`src/rtl/bfsp_pkg.sv`:
```
`default_nettype none
package bfsp_pkg;
  localparam int VCNT_W = 5;
  localparam int VID_W = 4;
  localparam int COST_W = 16;
  localparam int DIST_W = 24;
  localparam int STAT_W = 3;
  localparam int OP_W = 2;
  localparam int DEF_MAX_VERTICES = 16;
  localparam int DEF_MAX_EDGES = 64;

  localparam logic [OP_W-1:0] OP_ADD = 2'd0;
  localparam logic [OP_W-1:0] OP_QUERY = 2'd1;
  localparam logic [OP_W-1:0] OP_CLEAR = 2'd2;

  localparam logic [STAT_W-1:0] ST_OK = 3'd0;
  localparam logic [STAT_W-1:0] ST_NEG_CYCLE = 3'd1;
  localparam logic [STAT_W-1:0] ST_UNREACH = 3'd2;
  localparam logic [STAT_W-1:0] ST_BAD_VERTEX = 3'd3;
  localparam logic [STAT_W-1:0] ST_FULL = 3'd4;

  localparam logic signed [DIST_W-1:0] DIST_MAX = 24'sh7FFFFF;
  localparam logic signed [DIST_W-1:0] DIST_MIN = 24'sh800000;

  function automatic logic signed [DIST_W-1:0] sat24(input logic signed [DIST_W+1:0] v);
    if (v > 26'sd8388607) begin
      return DIST_MAX;
    end else if (v < -26'sd8388608) begin
      return DIST_MIN;
    end
    return v[DIST_W-1:0];
  endfunction
endpackage
`default_nettype wire

```
`src/rtl/bfsp_if.sv`:
```
`default_nettype none
interface bfsp_in_if import bfsp_pkg::*; ();
  logic valid;
  logic ready;
  logic [OP_W-1:0] opcode;
  logic [VID_W-1:0] edge_source;
  logic [VID_W-1:0] edge_dest;
  logic signed [COST_W-1:0] edge_cost;
  logic [VID_W-1:0] query_source;
  logic [VID_W-1:0] query_target;
  modport source (output valid, opcode, edge_source, edge_dest, edge_cost, query_source,
                  query_target, input ready);
  modport sink (input valid, opcode, edge_source, edge_dest, edge_cost, query_source,
                query_target, output ready);
endinterface

interface bfsp_out_if import bfsp_pkg::*; ();
  logic valid;
  logic ready;
  logic [STAT_W-1:0] status;
  logic [VID_W-1:0] hop_source;
  logic [VID_W-1:0] hop_dest;
  logic signed [COST_W-1:0] hop_cost;
  logic signed [DIST_W-1:0] running_distance;
  logic last;
  modport source (output valid, status, hop_source, hop_dest, hop_cost, running_distance,
                  last, input ready);
  modport sink (input valid, status, hop_source, hop_dest, hop_cost, running_distance,
                last, output ready);
endinterface
`default_nettype wire

```
`src/rtl/bfsp_ram.sv`:
```
`default_nettype none
module bfsp_ram #(
  parameter int WIDTH = 8,
  parameter int DEPTH = 16,
  parameter int ADDR_W = 4
) (
  input  wire logic              clk,
  input  wire logic              we,
  input  wire logic [ADDR_W-1:0] waddr,
  input  wire logic [WIDTH-1:0]  wdata,
  input  wire logic [ADDR_W-1:0] raddr,
  output logic      [WIDTH-1:0]  rdata
);
  logic [WIDTH-1:0] mem [DEPTH];

  always_ff @(posedge clk) begin
    if (we) begin
      mem[waddr] <= wdata;
    end
    rdata <= mem[raddr];
  end
endmodule
`default_nettype wire

```
`src/rtl/bellman_ford_shortest_path_unit.sv`:
```
`default_nettype none
// channel | dir | payload                                              | transaction
// in_ch   | in  | opcode, edge_source/dest/cost, query_source/target   | valid & ready
// out_ch  | out | status, hop_source/dest/cost, running_distance, last | valid & ready
// apb     | in  | vertex_count at address 0                            | psel & penable & pwrite
//
// add and clear go straight to the result; a query runs vertex_count-1 relaxation passes
// over the stored edges plus a check pass, walks the predecessors, then for each path
// hop reads both hop distances and scans the stored edges to find the hop weight. the
// distance memory has a single read port.
// rst is synchronous and clears the edge count, reached bits and control state.
// a stalled output holds the sequencer; input is taken only while idle.
module bellman_ford_shortest_path_unit import bfsp_pkg::*; #(
  parameter int MAX_VERTICES = DEF_MAX_VERTICES,
  parameter int MAX_EDGES = DEF_MAX_EDGES
) (
  input  wire logic        clk,
  input  wire logic        rst,
  bfsp_in_if.sink          in_ch,
  bfsp_out_if.source       out_ch,
  input  wire logic        psel,
  input  wire logic        penable,
  input  wire logic        pwrite,
  input  wire logic [2:0]  paddr,
  input  wire logic [31:0] pwdata,
  output logic      [31:0] prdata,
  output logic             pready
);
  localparam int VW = $clog2(MAX_VERTICES);
  localparam int EW = $clog2(MAX_EDGES + 1);
  localparam int EAW = (MAX_EDGES > 1) ? $clog2(MAX_EDGES) : 1;
  localparam int VC_RST = (MAX_VERTICES < 16) ? MAX_VERTICES : 16;
  localparam int EDGE_WW = 2 * VID_W + COST_W;
  localparam int DIST_WW = VID_W + DIST_W;

  typedef enum logic [4:0] {
    S_IDLE, S_RESULT, S_INIT, S_R_EA, S_R_ED, S_R_DA, S_R_DB, S_CHK_END,
    S_W_CHK, S_W_GOT, S_P_A, S_P_B, S_P_C, S_P_D, S_P_E, S_P_SCAN, S_P_EMIT
  } state_t;

  state_t state;
  logic [VCNT_W-1:0] vertex_count;
  logic [EW-1:0] edges_loaded;
  logic [EW-1:0] e;
  logic [VCNT_W-1:0] pass;
  logic chk;
  logic [MAX_VERTICES-1:0] reached;
  logic [VID_W-1:0] qsrc, qdst, ea, eb, v, hop_a, hop_b;
  logic signed [COST_W-1:0] ec;
  logic signed [DIST_W-1:0] da, db, run;
  logic signed [DIST_W:0] cost;
  logic [VCNT_W-1:0] len, i;

  logic [STAT_W-1:0] res_status;
  logic [VID_W-1:0] res_hs, res_hd;
  logic signed [COST_W-1:0] res_cost;
  logic signed [DIST_W-1:0] res_dist;
  logic res_last;

  logic edge_we;
  logic [EAW-1:0] edge_raddr;
  logic [EDGE_WW-1:0] edge_rdata;
  logic dist_we;
  logic [VW-1:0] dist_waddr, dist_raddr;
  logic [DIST_WW-1:0] dist_wdata, dist_rdata;
  logic path_we;
  logic [VW-1:0] path_waddr, path_raddr;
  logic [VID_W-1:0] path_wdata, path_rdata;

  logic [VID_W-1:0] rd_src, rd_dst, rd_pred;
  logic signed [COST_W-1:0] rd_cost;
  logic signed [DIST_W-1:0] rd_dist;
  logic signed [DIST_W:0] sum;
  logic relax_hit, usable, last_edge, cfg_wr;
  logic [4:0] cfg_v;

  function automatic logic [VW-1:0] vidx(input logic [VID_W-1:0] x);
    return VW'(x);
  endfunction

  assign rd_src = edge_rdata[EDGE_WW-1 -: VID_W];
  assign rd_dst = edge_rdata[COST_W +: VID_W];
  assign rd_cost = edge_rdata[COST_W-1:0];
  assign rd_pred = dist_rdata[DIST_WW-1 -: VID_W];
  assign rd_dist = dist_rdata[DIST_W-1:0];

  // exact sum, the check pass must not be fooled by saturation
  assign sum = {da[DIST_W-1], da} + {{(DIST_W + 1 - COST_W){ec[COST_W-1]}}, ec};
  assign relax_hit = !reached[vidx(eb)] || (sum < $signed({rd_dist[DIST_W-1], rd_dist}));
  assign usable = (5'(rd_src) < vertex_count) && (5'(rd_dst) < vertex_count) &&
                  reached[vidx(rd_src)];
  assign last_edge = (e + EW'(1)) == edges_loaded;

  assign pready = 1'b1;
  assign cfg_wr = psel && penable && pwrite;
  assign cfg_v = pwdata[4:0];
  assign prdata = (paddr[2] == 1'b0) ? {27'd0, vertex_count} : 32'd0;
  assign in_ch.ready = (state == S_IDLE);

  bfsp_ram #(.WIDTH(EDGE_WW), .DEPTH(MAX_EDGES), .ADDR_W(EAW)) u_edge_ram (
    .clk(clk), .we(edge_we), .waddr(EAW'(edges_loaded)),
    .wdata({in_ch.edge_source, in_ch.edge_dest, in_ch.edge_cost}),
    .raddr(edge_raddr), .rdata(edge_rdata)
  );

  bfsp_ram #(.WIDTH(DIST_WW), .DEPTH(MAX_VERTICES), .ADDR_W(VW)) u_dist_ram (
    .clk(clk), .we(dist_we), .waddr(dist_waddr), .wdata(dist_wdata),
    .raddr(dist_raddr), .rdata(dist_rdata)
  );

  bfsp_ram #(.WIDTH(VID_W), .DEPTH(MAX_VERTICES), .ADDR_W(VW)) u_path_ram (
    .clk(clk), .we(path_we), .waddr(path_waddr), .wdata(path_wdata),
    .raddr(path_raddr), .rdata(path_rdata)
  );

  always_comb begin
    edge_we = 1'b0;
    if (state == S_IDLE && in_ch.valid && in_ch.opcode == OP_ADD &&
        5'(in_ch.edge_source) < vertex_count && 5'(in_ch.edge_dest) < vertex_count &&
        int'(edges_loaded) < MAX_EDGES) begin
      edge_we = 1'b1;
    end
  end

  always_comb begin
    unique case (state)
      S_P_E:    edge_raddr = '0;
      S_P_SCAN: edge_raddr = EAW'(e + EW'(1));
      default:  edge_raddr = EAW'(e);
    endcase
  end

  always_comb begin
    unique case (state)
      S_R_ED:  dist_raddr = vidx(rd_src);
      S_R_DA:  dist_raddr = vidx(eb);
      S_P_C:   dist_raddr = vidx(hop_a);
      S_P_D:   dist_raddr = vidx(hop_b);
      default: dist_raddr = vidx(v);
    endcase
  end

  always_comb begin
    dist_we = 1'b0;
    dist_waddr = vidx(eb);
    dist_wdata = {ea, sat24({sum[DIST_W], sum})};
    if (state == S_INIT) begin
      dist_we = 1'b1;
      dist_waddr = vidx(qsrc);
      dist_wdata = '0;
    end else if (state == S_R_DB && !chk && relax_hit) begin
      dist_we = 1'b1;
    end
  end

  always_comb begin
    path_we = 1'b0;
    path_waddr = '0;
    path_wdata = qdst;
    if (state == S_CHK_END) begin
      path_we = reached[vidx(qdst)] && (qdst != qsrc);
    end else if (state == S_W_GOT) begin
      path_we = 1'b1;
      path_waddr = VW'(len);
      path_wdata = rd_pred;
    end
    unique case (state)
      S_P_B:   path_raddr = VW'(i - VCNT_W'(1));
      default: path_raddr = VW'(i);
    endcase
  end

  always_ff @(posedge clk) begin
    if (rst) begin
      state <= S_IDLE;
      vertex_count <= VCNT_W'(VC_RST);
      edges_loaded <= '0;
      reached <= '0;
      out_ch.valid <= 1'b0;
    end else begin
      if (cfg_wr && paddr[2] == 1'b0) begin
        if (cfg_v == 5'd0) begin
          vertex_count <= VCNT_W'(1);
        end else if (int'(cfg_v) > MAX_VERTICES) begin
          vertex_count <= VCNT_W'(MAX_VERTICES);
        end else begin
          vertex_count <= cfg_v;
        end
      end
      if (out_ch.valid && out_ch.ready && state != S_RESULT) begin
        out_ch.valid <= 1'b0;
      end
      unique case (state)
        S_IDLE: begin
          res_hs <= '0;
          res_hd <= '0;
          res_cost <= '0;
          res_dist <= '0;
          res_last <= 1'b1;
          res_status <= ST_OK;
          qsrc <= in_ch.query_source;
          qdst <= in_ch.query_target;
          if (in_ch.valid) begin
            priority case (in_ch.opcode)
              OP_ADD: begin
                state <= S_RESULT;
                if (5'(in_ch.edge_source) >= vertex_count ||
                    5'(in_ch.edge_dest) >= vertex_count) begin
                  res_status <= ST_BAD_VERTEX;
                end else if (int'(edges_loaded) >= MAX_EDGES) begin
                  res_status <= ST_FULL;
                end else begin
                  edges_loaded <= edges_loaded + EW'(1);
                end
              end
              OP_QUERY: begin
                if (5'(in_ch.query_source) >= vertex_count ||
                    5'(in_ch.query_target) >= vertex_count) begin
                  res_status <= ST_BAD_VERTEX;
                  state <= S_RESULT;
                end else begin
                  state <= S_INIT;
                end
              end
              OP_CLEAR: begin
                edges_loaded <= '0;
                state <= S_RESULT;
              end
              default: state <= S_IDLE;
            endcase
          end
        end
        S_INIT: begin
          reached <= MAX_VERTICES'(1) << vidx(qsrc);
          e <= '0;
          pass <= '0;
          chk <= (vertex_count == VCNT_W'(1));
          state <= (edges_loaded == '0) ? S_CHK_END : S_R_EA;
        end
        S_R_EA: state <= S_R_ED;
        S_R_ED: begin
          ea <= rd_src;
          eb <= rd_dst;
          ec <= rd_cost;
          if (usable) begin
            state <= S_R_DA;
          end else if (!last_edge) begin
            e <= e + EW'(1);
            state <= S_R_EA;
          end else if (chk) begin
            state <= S_CHK_END;
          end else begin
            e <= '0;
            pass <= pass + VCNT_W'(1);
            chk <= ({1'b0, pass} + 6'd2) >= {1'b0, vertex_count};
            state <= S_R_EA;
          end
        end
        S_R_DA: begin
          da <= rd_dist;
          state <= S_R_DB;
        end
        S_R_DB: begin
          if (chk && relax_hit) begin
            res_status <= ST_NEG_CYCLE;
            state <= S_RESULT;
          end else begin
            if (!chk && relax_hit) begin
              reached[vidx(eb)] <= 1'b1;
            end
            if (!last_edge) begin
              e <= e + EW'(1);
              state <= S_R_EA;
            end else if (chk) begin
              state <= S_CHK_END;
            end else begin
              e <= '0;
              pass <= pass + VCNT_W'(1);
              chk <= ({1'b0, pass} + 6'd2) >= {1'b0, vertex_count};
              state <= S_R_EA;
            end
          end
        end
        S_CHK_END: begin
          v <= qdst;
          len <= VCNT_W'(1);
          if (!reached[vidx(qdst)]) begin
            res_status <= ST_UNREACH;
            state <= S_RESULT;
          end else if (qdst == qsrc) begin
            res_hs <= qsrc;
            res_hd <= qsrc;
            state <= S_RESULT;
          end else begin
            state <= S_W_CHK;
          end
        end
        S_W_CHK: begin
          if (v == qsrc) begin
            i <= len - VCNT_W'(1);
            run <= '0;
            state <= S_P_A;
          end else if (len >= vertex_count) begin
            res_status <= ST_NEG_CYCLE;
            state <= S_RESULT;
          end else begin
            state <= S_W_GOT;
          end
        end
        S_W_GOT: begin
          v <= rd_pred;
          len <= len + VCNT_W'(1);
          state <= S_W_CHK;
        end
        S_P_A: state <= S_P_B;
        S_P_B: begin
          hop_a <= path_rdata;
          state <= S_P_C;
        end
        S_P_C: begin
          hop_b <= path_rdata;
          state <= S_P_D;
        end
        S_P_D: begin
          da <= rd_dist;
          state <= S_P_E;
        end
        S_P_E: begin
          db <= rd_dist;
          cost <= {rd_dist[DIST_W-1], rd_dist} - {da[DIST_W-1], da};
          e <= '0;
          state <= (edges_loaded == '0) ? S_P_EMIT : S_P_SCAN;
        end
        S_P_SCAN: begin
          // first stored edge that lies on the shortest path supplies the weight
          if (rd_src == hop_a && rd_dst == hop_b &&
              ({da[DIST_W-1], da} + {{(DIST_W + 1 - COST_W){rd_cost[COST_W-1]}}, rd_cost})
              == {db[DIST_W-1], db}) begin
            cost <= {{(DIST_W + 1 - COST_W){rd_cost[COST_W-1]}}, rd_cost};
            state <= S_P_EMIT;
          end else if (last_edge) begin
            state <= S_P_EMIT;
          end else begin
            e <= e + EW'(1);
          end
        end
        S_P_EMIT: begin
          run <= sat24({{2{run[DIST_W-1]}}, run} + {cost[DIST_W], cost});
          res_dist <= sat24({{2{run[DIST_W-1]}}, run} + {cost[DIST_W], cost});
          res_hs <= hop_a;
          res_hd <= hop_b;
          res_cost <= cost[COST_W-1:0];
          res_status <= ST_OK;
          res_last <= (i == VCNT_W'(1));
          state <= S_RESULT;
        end
        S_RESULT: begin
          if (!out_ch.valid || out_ch.ready) begin
            out_ch.valid <= 1'b1;
            out_ch.status <= res_status;
            out_ch.hop_source <= res_hs;
            out_ch.hop_dest <= res_hd;
            out_ch.hop_cost <= res_cost;
            out_ch.running_distance <= res_dist;
            out_ch.last <= res_last;
            if (res_last) begin
              state <= S_IDLE;
            end else begin
              i <= i - VCNT_W'(1);
              state <= S_P_A;
            end
          end
        end
        default: state <= S_IDLE;
      endcase
    end
  end

  a_edges_bounded: assert property (@(posedge clk) disable iff (rst)
    int'(edges_loaded) <= MAX_EDGES)
    else $error("edge count beyond table depth");

  a_source_reached: assert property (@(posedge clk) disable iff (rst)
    (state == S_R_EA || state == S_R_DB) |-> reached[vidx(qsrc)])
    else $error("query source lost its reached bit");

  a_cmd_leaves_idle: assert property (@(posedge clk) disable iff (rst)
    (in_ch.valid && in_ch.ready && (in_ch.opcode == OP_ADD || in_ch.opcode == OP_QUERY ||
     in_ch.opcode == OP_CLEAR)) |=> (state != S_IDLE))
    else $error("accepted command produced no work");
endmodule
`default_nettype wire
```
`src/flat_wrapper.sv`:
```
// flat-port wrapper written by rule: the top's interface ports become plain ports
module bellman_ford_shortest_path_unit_flat import bfsp_pkg::*;
#(
  parameter int MAX_VERTICES = DEF_MAX_VERTICES,
  parameter int MAX_EDGES = DEF_MAX_EDGES
)
  (clk, rst, psel, penable, pwrite, paddr, pwdata, prdata, pready, in_ch_valid, in_ch_opcode, in_ch_edge_source, in_ch_edge_dest, in_ch_edge_cost, in_ch_query_source, in_ch_query_target, in_ch_ready, out_ch_valid, out_ch_status, out_ch_hop_source, out_ch_hop_dest, out_ch_hop_cost, out_ch_running_distance, out_ch_last, out_ch_ready);
  bfsp_in_if in_ch_i ();
  bfsp_out_if out_ch_i ();
  input  wire logic clk;
  input  wire logic rst;
  input  wire logic psel;
  input  wire logic penable;
  input  wire logic pwrite;
  input  wire logic [2:0] paddr;
  input  wire logic [31:0] pwdata;
  output logic      [31:0] prdata;
  output logic pready;
  input wire logic [$bits(in_ch_i.valid)-1:0] in_ch_valid;
  input wire logic [$bits(in_ch_i.opcode)-1:0] in_ch_opcode;
  input wire logic [$bits(in_ch_i.edge_source)-1:0] in_ch_edge_source;
  input wire logic [$bits(in_ch_i.edge_dest)-1:0] in_ch_edge_dest;
  input wire logic [$bits(in_ch_i.edge_cost)-1:0] in_ch_edge_cost;
  input wire logic [$bits(in_ch_i.query_source)-1:0] in_ch_query_source;
  input wire logic [$bits(in_ch_i.query_target)-1:0] in_ch_query_target;
  output wire logic [$bits(in_ch_i.ready)-1:0] in_ch_ready;
  output wire logic [$bits(out_ch_i.valid)-1:0] out_ch_valid;
  output wire logic [$bits(out_ch_i.status)-1:0] out_ch_status;
  output wire logic [$bits(out_ch_i.hop_source)-1:0] out_ch_hop_source;
  output wire logic [$bits(out_ch_i.hop_dest)-1:0] out_ch_hop_dest;
  output wire logic [$bits(out_ch_i.hop_cost)-1:0] out_ch_hop_cost;
  output wire logic [$bits(out_ch_i.running_distance)-1:0] out_ch_running_distance;
  output wire logic [$bits(out_ch_i.last)-1:0] out_ch_last;
  input wire logic [$bits(out_ch_i.ready)-1:0] out_ch_ready;
  assign in_ch_i.valid = in_ch_valid;
  assign in_ch_i.opcode = in_ch_opcode;
  assign in_ch_i.edge_source = in_ch_edge_source;
  assign in_ch_i.edge_dest = in_ch_edge_dest;
  assign in_ch_i.edge_cost = in_ch_edge_cost;
  assign in_ch_i.query_source = in_ch_query_source;
  assign in_ch_i.query_target = in_ch_query_target;
  assign in_ch_ready = in_ch_i.ready;
  assign out_ch_valid = out_ch_i.valid;
  assign out_ch_status = out_ch_i.status;
  assign out_ch_hop_source = out_ch_i.hop_source;
  assign out_ch_hop_dest = out_ch_i.hop_dest;
  assign out_ch_hop_cost = out_ch_i.hop_cost;
  assign out_ch_running_distance = out_ch_i.running_distance;
  assign out_ch_last = out_ch_i.last;
  assign out_ch_i.ready = out_ch_ready;
  bellman_ford_shortest_path_unit #(.MAX_VERTICES(MAX_VERTICES), .MAX_EDGES(MAX_EDGES)) u_core (.clk(clk), .rst(rst), .in_ch(in_ch_i), .out_ch(out_ch_i), .psel(psel), .penable(penable), .pwrite(pwrite), .paddr(paddr), .pwdata(pwdata), .prdata(prdata), .pready(pready));
endmodule
```
`config.mk`:
```
export PLATFORM = sky130hd
export DESIGN_NAME = bellman_ford_shortest_path_unit_flat
export DESIGN_NICKNAME = d
export VERILOG_FILES = /design/src/rtl/bfsp_pkg.sv /design/src/rtl/bfsp_if.sv /design/src/rtl/bfsp_ram.sv /design/src/rtl/bellman_ford_shortest_path_unit.sv /design/src/flat_wrapper.sv
export SDC_FILE = /design/constraint.sdc
export NUM_CORES = 2
export LEC_CHECK = 0
export BUFFER_PORTS_ARGS = -buffer_cell sky130_fd_sc_hd__buf_2
export CORE_MARGIN = 5
export CORE_UTILIZATION = 24
export DETAILED_ROUTE_END_ITERATION = 6
export HOLD_SLACK_MARGIN = 0.1
export PLACE_DENSITY = 0.35
export REMOVE_ABC_BUFFERS = 1
export SLEW_MARGIN = 20
export SYNTH_ARGS = -nofsm -noshare
export SYNTH_HDL_FRONTEND = slang
export SYNTH_HIERARCHICAL = 1
export SYNTH_SLANG_ARGS = --single-unit
```
`constraint.sdc`:
```
create_clock -name clk -period 8.64 [get_ports clk]
set_input_delay 0.864 -clock clk [delete_from_list [all_inputs] [get_ports clk]]
set_output_delay 0.864 -clock clk [all_outputs]
set_load 0.05 [all_outputs]
```
==> summary.md <==
| Metric | Value |
|---|---|
| Synth Flop Type | `sky130_fd_sc_hd__edfxtp_1` |
| Synth Warn # | `6` |
| Setup ws final | `1.550 ns` |
| Count of different cell masters after synthesis | `88` |
| Count of clock tree sinks | `2,406` |
| CTS Buf Count | `280` |
| Max-cap violations | `0` |
| Antenna violations before repair | `21` |
| Final layout net count | `5,972` |
| R2R setup slack | `1.55 ns` |
| Share of the yosys chip area belonging to registers | `72.13%` |
| Mapped Avg Cell Area | `18.37 µm²` |
| FP Rows | `235` |
| Most common cell after layout, fill and taps aside | `sky130_fd_sc_hd__edfxtp_1` |
| Post-CTS Resized | `0` |
| Worst flop-to-flop path endpoint | `u_core/u_dist_ram/mem[3][23]$_DFFE_PP_` |
| Share of flip-flops with an asynchronous set or reset | `0%` |
| Worst Hold Depth | `1` |
| Final RePlAce weighted congestion | `0.7930` |
| Most used cells in the layout excluding fill and tap cells | `sky130_fd_sc_hd__edfxtp_1 (2,316), sky130_fd_sc_hd__mux4_2 (469), sky130_fd_sc_hd__clkbuf_16 (290), sky130_fd_sc_hd__nand2_1 (205), sky130_fd_sc_hd__buf_4 (202)` |
| Dpl cells | `10,900` |
| Worst hold-check path type | `in -> reg` |
| Setup repair after global routing missed its margin | `false` |
| Required time at the worst-slack endpoint | `9.18 ns` |
| Number of DRC violations after detailed-routing iteration 0 | `4,163` |
| Iteration count of the initial detailed-routing pass | `5` |
| Tightest Pin Transition | `1.140 ns` |
| Result of the run | `finished clean` |
| Setup crit end kind | `flop` |
| Num ports | `163` |
| Worst Path Class, Setup | `reg -> reg` |
| DR vias/cell | `4.522` |
| Worst-case clock buffer depth | `4` |
| Maximum net fanout on the critical path | `21` |
| Setup WS pre-CTS | `1.548 ns` |
| Final worst-path cycle share | `82.06%` |
| Buffers inserted during post-CTS setup optimization | `0` |
| Overflow after GRT | `0` |
| Final min period | `7.090 ns` |
| Instance count of the mapped netlist | `5,383` |
| IO buf count | `105` |
| IR drop worst, VDD | `0.0001369 V` |
| Overall die width | `652.0 µm` |
| Final count of pins violating max slew | `0` |
| Clock tree from TritonCTS | `done` |
| Remaining design rule violation count | `0` |
| Crit path launch type | `flop` |
| Core Util, Final | `28.22%` |
| First-pass GRT wire length | `428,900 µm` |
| Clock latency reported for the late side of the worst-skew pair | `0.85 ns` |
| Final routed wirelength across all metal layers | `308,400 µm` |
| Starting density of the core | `24.11%` |
| Die area | `425,100 µm²` |
| Via count | `51,600` |
| Post-Syn Area | `98,910 µm²` |
| Maximum number of pins on one net before global-route repair | `83` |
| Worst slack on hold paths | `0.2907 ns` |
| Data arrival time of the critical path | `7.63 ns` |
| Hold-fix buffers, CTS | `0` |
| Post-synth EDFFs | `2,316` |
| Total routing usage reported by global routing | `14.12%` |
| Min-Delay Endpoint | `u_core/qsrc[2]$_DFFE_PP_` |
| Start of the worst register-to-register path | `u_core/da[0]$_DFFE_PP_` |
| Final cell count without fillers | `11,410` |
| Number of nets with antenna violations after detailed routing | `0` |
| Number of global-route vias before repair | `53,280` |
| Height of the die | `652.0 µm` |
| Number of hold violations in the final report | `0` |
| Total power divided by cell area | `229.2 nW/µm²` |
| Static leakage | `37.03 nW` |
| Routed wirelength normalized by instance count | `27.02 µm` |
| Maximum frequency from static timing analysis | `141.1 MHz` |
| Seq cells post-synth | `2,406` |
| Clock transition at the registers of the reported paths | `0.06 ns` |
| H-tree level count | `5` |
| R2R cell count | `26` |
| Worst slew margin relative to its limit | `23.99%` |
| Layout cells sized above 1 | `22.87%` |
| Worst clock skew on the final layout | `0.05117 ns` |
| Cell chosen for the clock root | `sky130_fd_sc_hd__clkbuf_16` |
| Post-route setup TNS | `0 ns` |
| Synthesis-to-layout area growth | `17.03%` |
| Count of endpoints failing setup in the final report | `0` |
| Hold path startpoint | `in_ch_query_source[2]` |
| Post-DP HPWL | `193,500 µm` |
| Area of the placeable core | `410,200 µm²` |
stage by stage:
stage,cell area [µm²],total power [mW]
finish,115800,26.53
global route,115700,27.59
CTS,115700,27.02
detailed placement,107000,15.43
global placement,107000,15.42
floorplan,97430,15.00
layout make-up:
cell class | instances | area (µm²)
Fill cell | 40750 | 294400
Clock inverter | 141 | 1156
Sequential cell | 2406 | 71350
Tap cell | 5451 | 6820
Clock buffer | 349 | 7498
Timing Repair Buffer | 314 | 2182
Antenna cell | 23 | 57.56
Multi-Input combinational cell | 2604 | 26230
Inverter | 124 | 465.4
cell families after synthesis:
kind of cell | count (synthesis) | share of synthesized area (%)
adder cells (fa/ha/maj) | 166 | 2.130
flip-flops | 2406 | 72.13
buffers and inverters | 399 | 2.066
other | 2 | 0.007593
AO/OA/AOI/OAI | 768 | 5.160
multiplexers | 657 | 13.11
AND/OR/NAND/NOR | 838 | 4.091
XOR/XNOR | 147 | 1.302
where the power goes:
group | total (mW) | switching [mW] | internal (mW) | leakage, nW
combinational | 1.98 | 1.35 | 0.624 | 11.2
clock | 11.4 | 4.75 | 6.66 | 4.23
sequential | 13.1 | 0.132 | 13.0 | 21.6
worst max-delay path, cell delays in order (launching register included):
cell and delay [ns]:
sky130_fd_sc_hd__edfxtp_1 0.43, sky130_fd_sc_hd__ha_1 0.25, sky130_fd_sc_hd__inv_1 0.08, sky130_fd_sc_hd__fa_1 0.20
sky130_fd_sc_hd__nor2b_1 0.07, sky130_fd_sc_hd__o31ai_1 0.39, sky130_fd_sc_hd__a211oi_1 0.22, sky130_fd_sc_hd__nand2b_1 0.23
sky130_fd_sc_hd__o41a_1 0.47, sky130_fd_sc_hd__a21oi_1 0.26, sky130_fd_sc_hd__o21bai_1 0.09, sky130_fd_sc_hd__a21oi_1 0.17
sky130_fd_sc_hd__xor2_1 0.30, sky130_fd_sc_hd__inv_1 0.08, sky130_fd_sc_hd__ha_1 0.21, sky130_fd_sc_hd__a211oi_1 0.25
sky130_fd_sc_hd__o21bai_1 0.12, sky130_fd_sc_hd__a21oi_1 0.17, sky130_fd_sc_hd__nor2b_1 0.07, sky130_fd_sc_hd__o311ai_1 0.30
sky130_fd_sc_hd__buf_4 0.22, sky130_fd_sc_hd__nand2_1 0.10, sky130_fd_sc_hd__o31ai_2 0.18, sky130_fd_sc_hd__buf_4 0.33
sky130_fd_sc_hd__or3b_2 0.60, sky130_fd_sc_hd__nor2_4 0.70, sky130_fd_sc_hd__buf_4 0.30
registers in the layout, summed over array words and instances (netlist names), 16 cells and up:
name,cells
u_core/ec,16
u_core/res_cost,16
u_core/out_ch.running_distance,24
u_core/cost,25
u_core/u_dist_ram/rdata,28
u_core/u_edge_ram/rdata,24
u_core/reached,16
u_core/res_dist,24
u_core/da,24
u_core/out_ch.hop_cost,16
u_core/u_path_ram/mem,64
u_core/u_edge_ram/mem,1536
u_core/run,24
u_core/u_dist_ram/mem,448
u_core/db,24
cell usage after synthesis, types with 56 or more instances:
cell type	n	area, µm²
sky130_fd_sc_hd__edfxtp_1	2316	69550
sky130_fd_sc_hd__mux4_2	469	10560
sky130_fd_sc_hd__nor2_1	238	893.4
sky130_fd_sc_hd__nand2_1	205	769.5
sky130_fd_sc_hd__a21oi_1	192	960.9
sky130_fd_sc_hd__ha_1	162	2027
sky130_fd_sc_hd__clkbuf_1	130	488.0
sky130_fd_sc_hd__inv_1	121	454.2
sky130_fd_sc_hd__mux2i_1	118	1181
sky130_fd_sc_hd__o21ai_0	108	540.5
sky130_fd_sc_hd__a22oi_1	102	765.7
sky130_fd_sc_hd__dfxtp_1	90	1802
sky130_fd_sc_hd__nand3_1	78	390.4
sky130_fd_sc_hd__xnor2_1	77	674.4
sky130_fd_sc_hd__xor2_1	70	613.1
sky130_fd_sc_hd__nor3_1	68	340.3
sky130_fd_sc_hd__buf_4	56	420.4
worst max path at each step:
stage | depth (start not counted) | to | startpoint
floorplan | 8 | u_core/u_edge_ram/rdata[10]$_DFF_P_ | u_core/state[3]$_SDFFE_PP0P_
global placement | 24 | u_core/u_dist_ram/mem[3][17]$_DFFE_PP_ | u_core/da[1]$_DFFE_PP_
detailed placement | 24 | u_core/u_dist_ram/mem[3][15]$_DFFE_PP_ | u_core/da[1]$_DFFE_PP_
CTS | 24 | u_core/u_dist_ram/mem[3][23]$_DFFE_PP_ | u_core/da[1]$_DFFE_PP_
global route | 24 | u_core/u_dist_ram/mem[3][22]$_DFFE_PP_ | u_core/da[1]$_DFFE_PP_
finish | 26 | u_core/u_dist_ram/mem[3][23]$_DFFE_PP_ | u_core/da[0]$_DFFE_PP_
routing by layer:
layer  global-route usage, %  part of all wire (%)  vias up
li1                        -                     -    22580
met1                   19.53                    45    27540
met2                   23.16                    48     1078
met3                   2.040                   4.0      403
met4                   3.838                   2.7        0
met5                       0                     0        -
No activity file was read; power rests on OpenSTA's default activity.
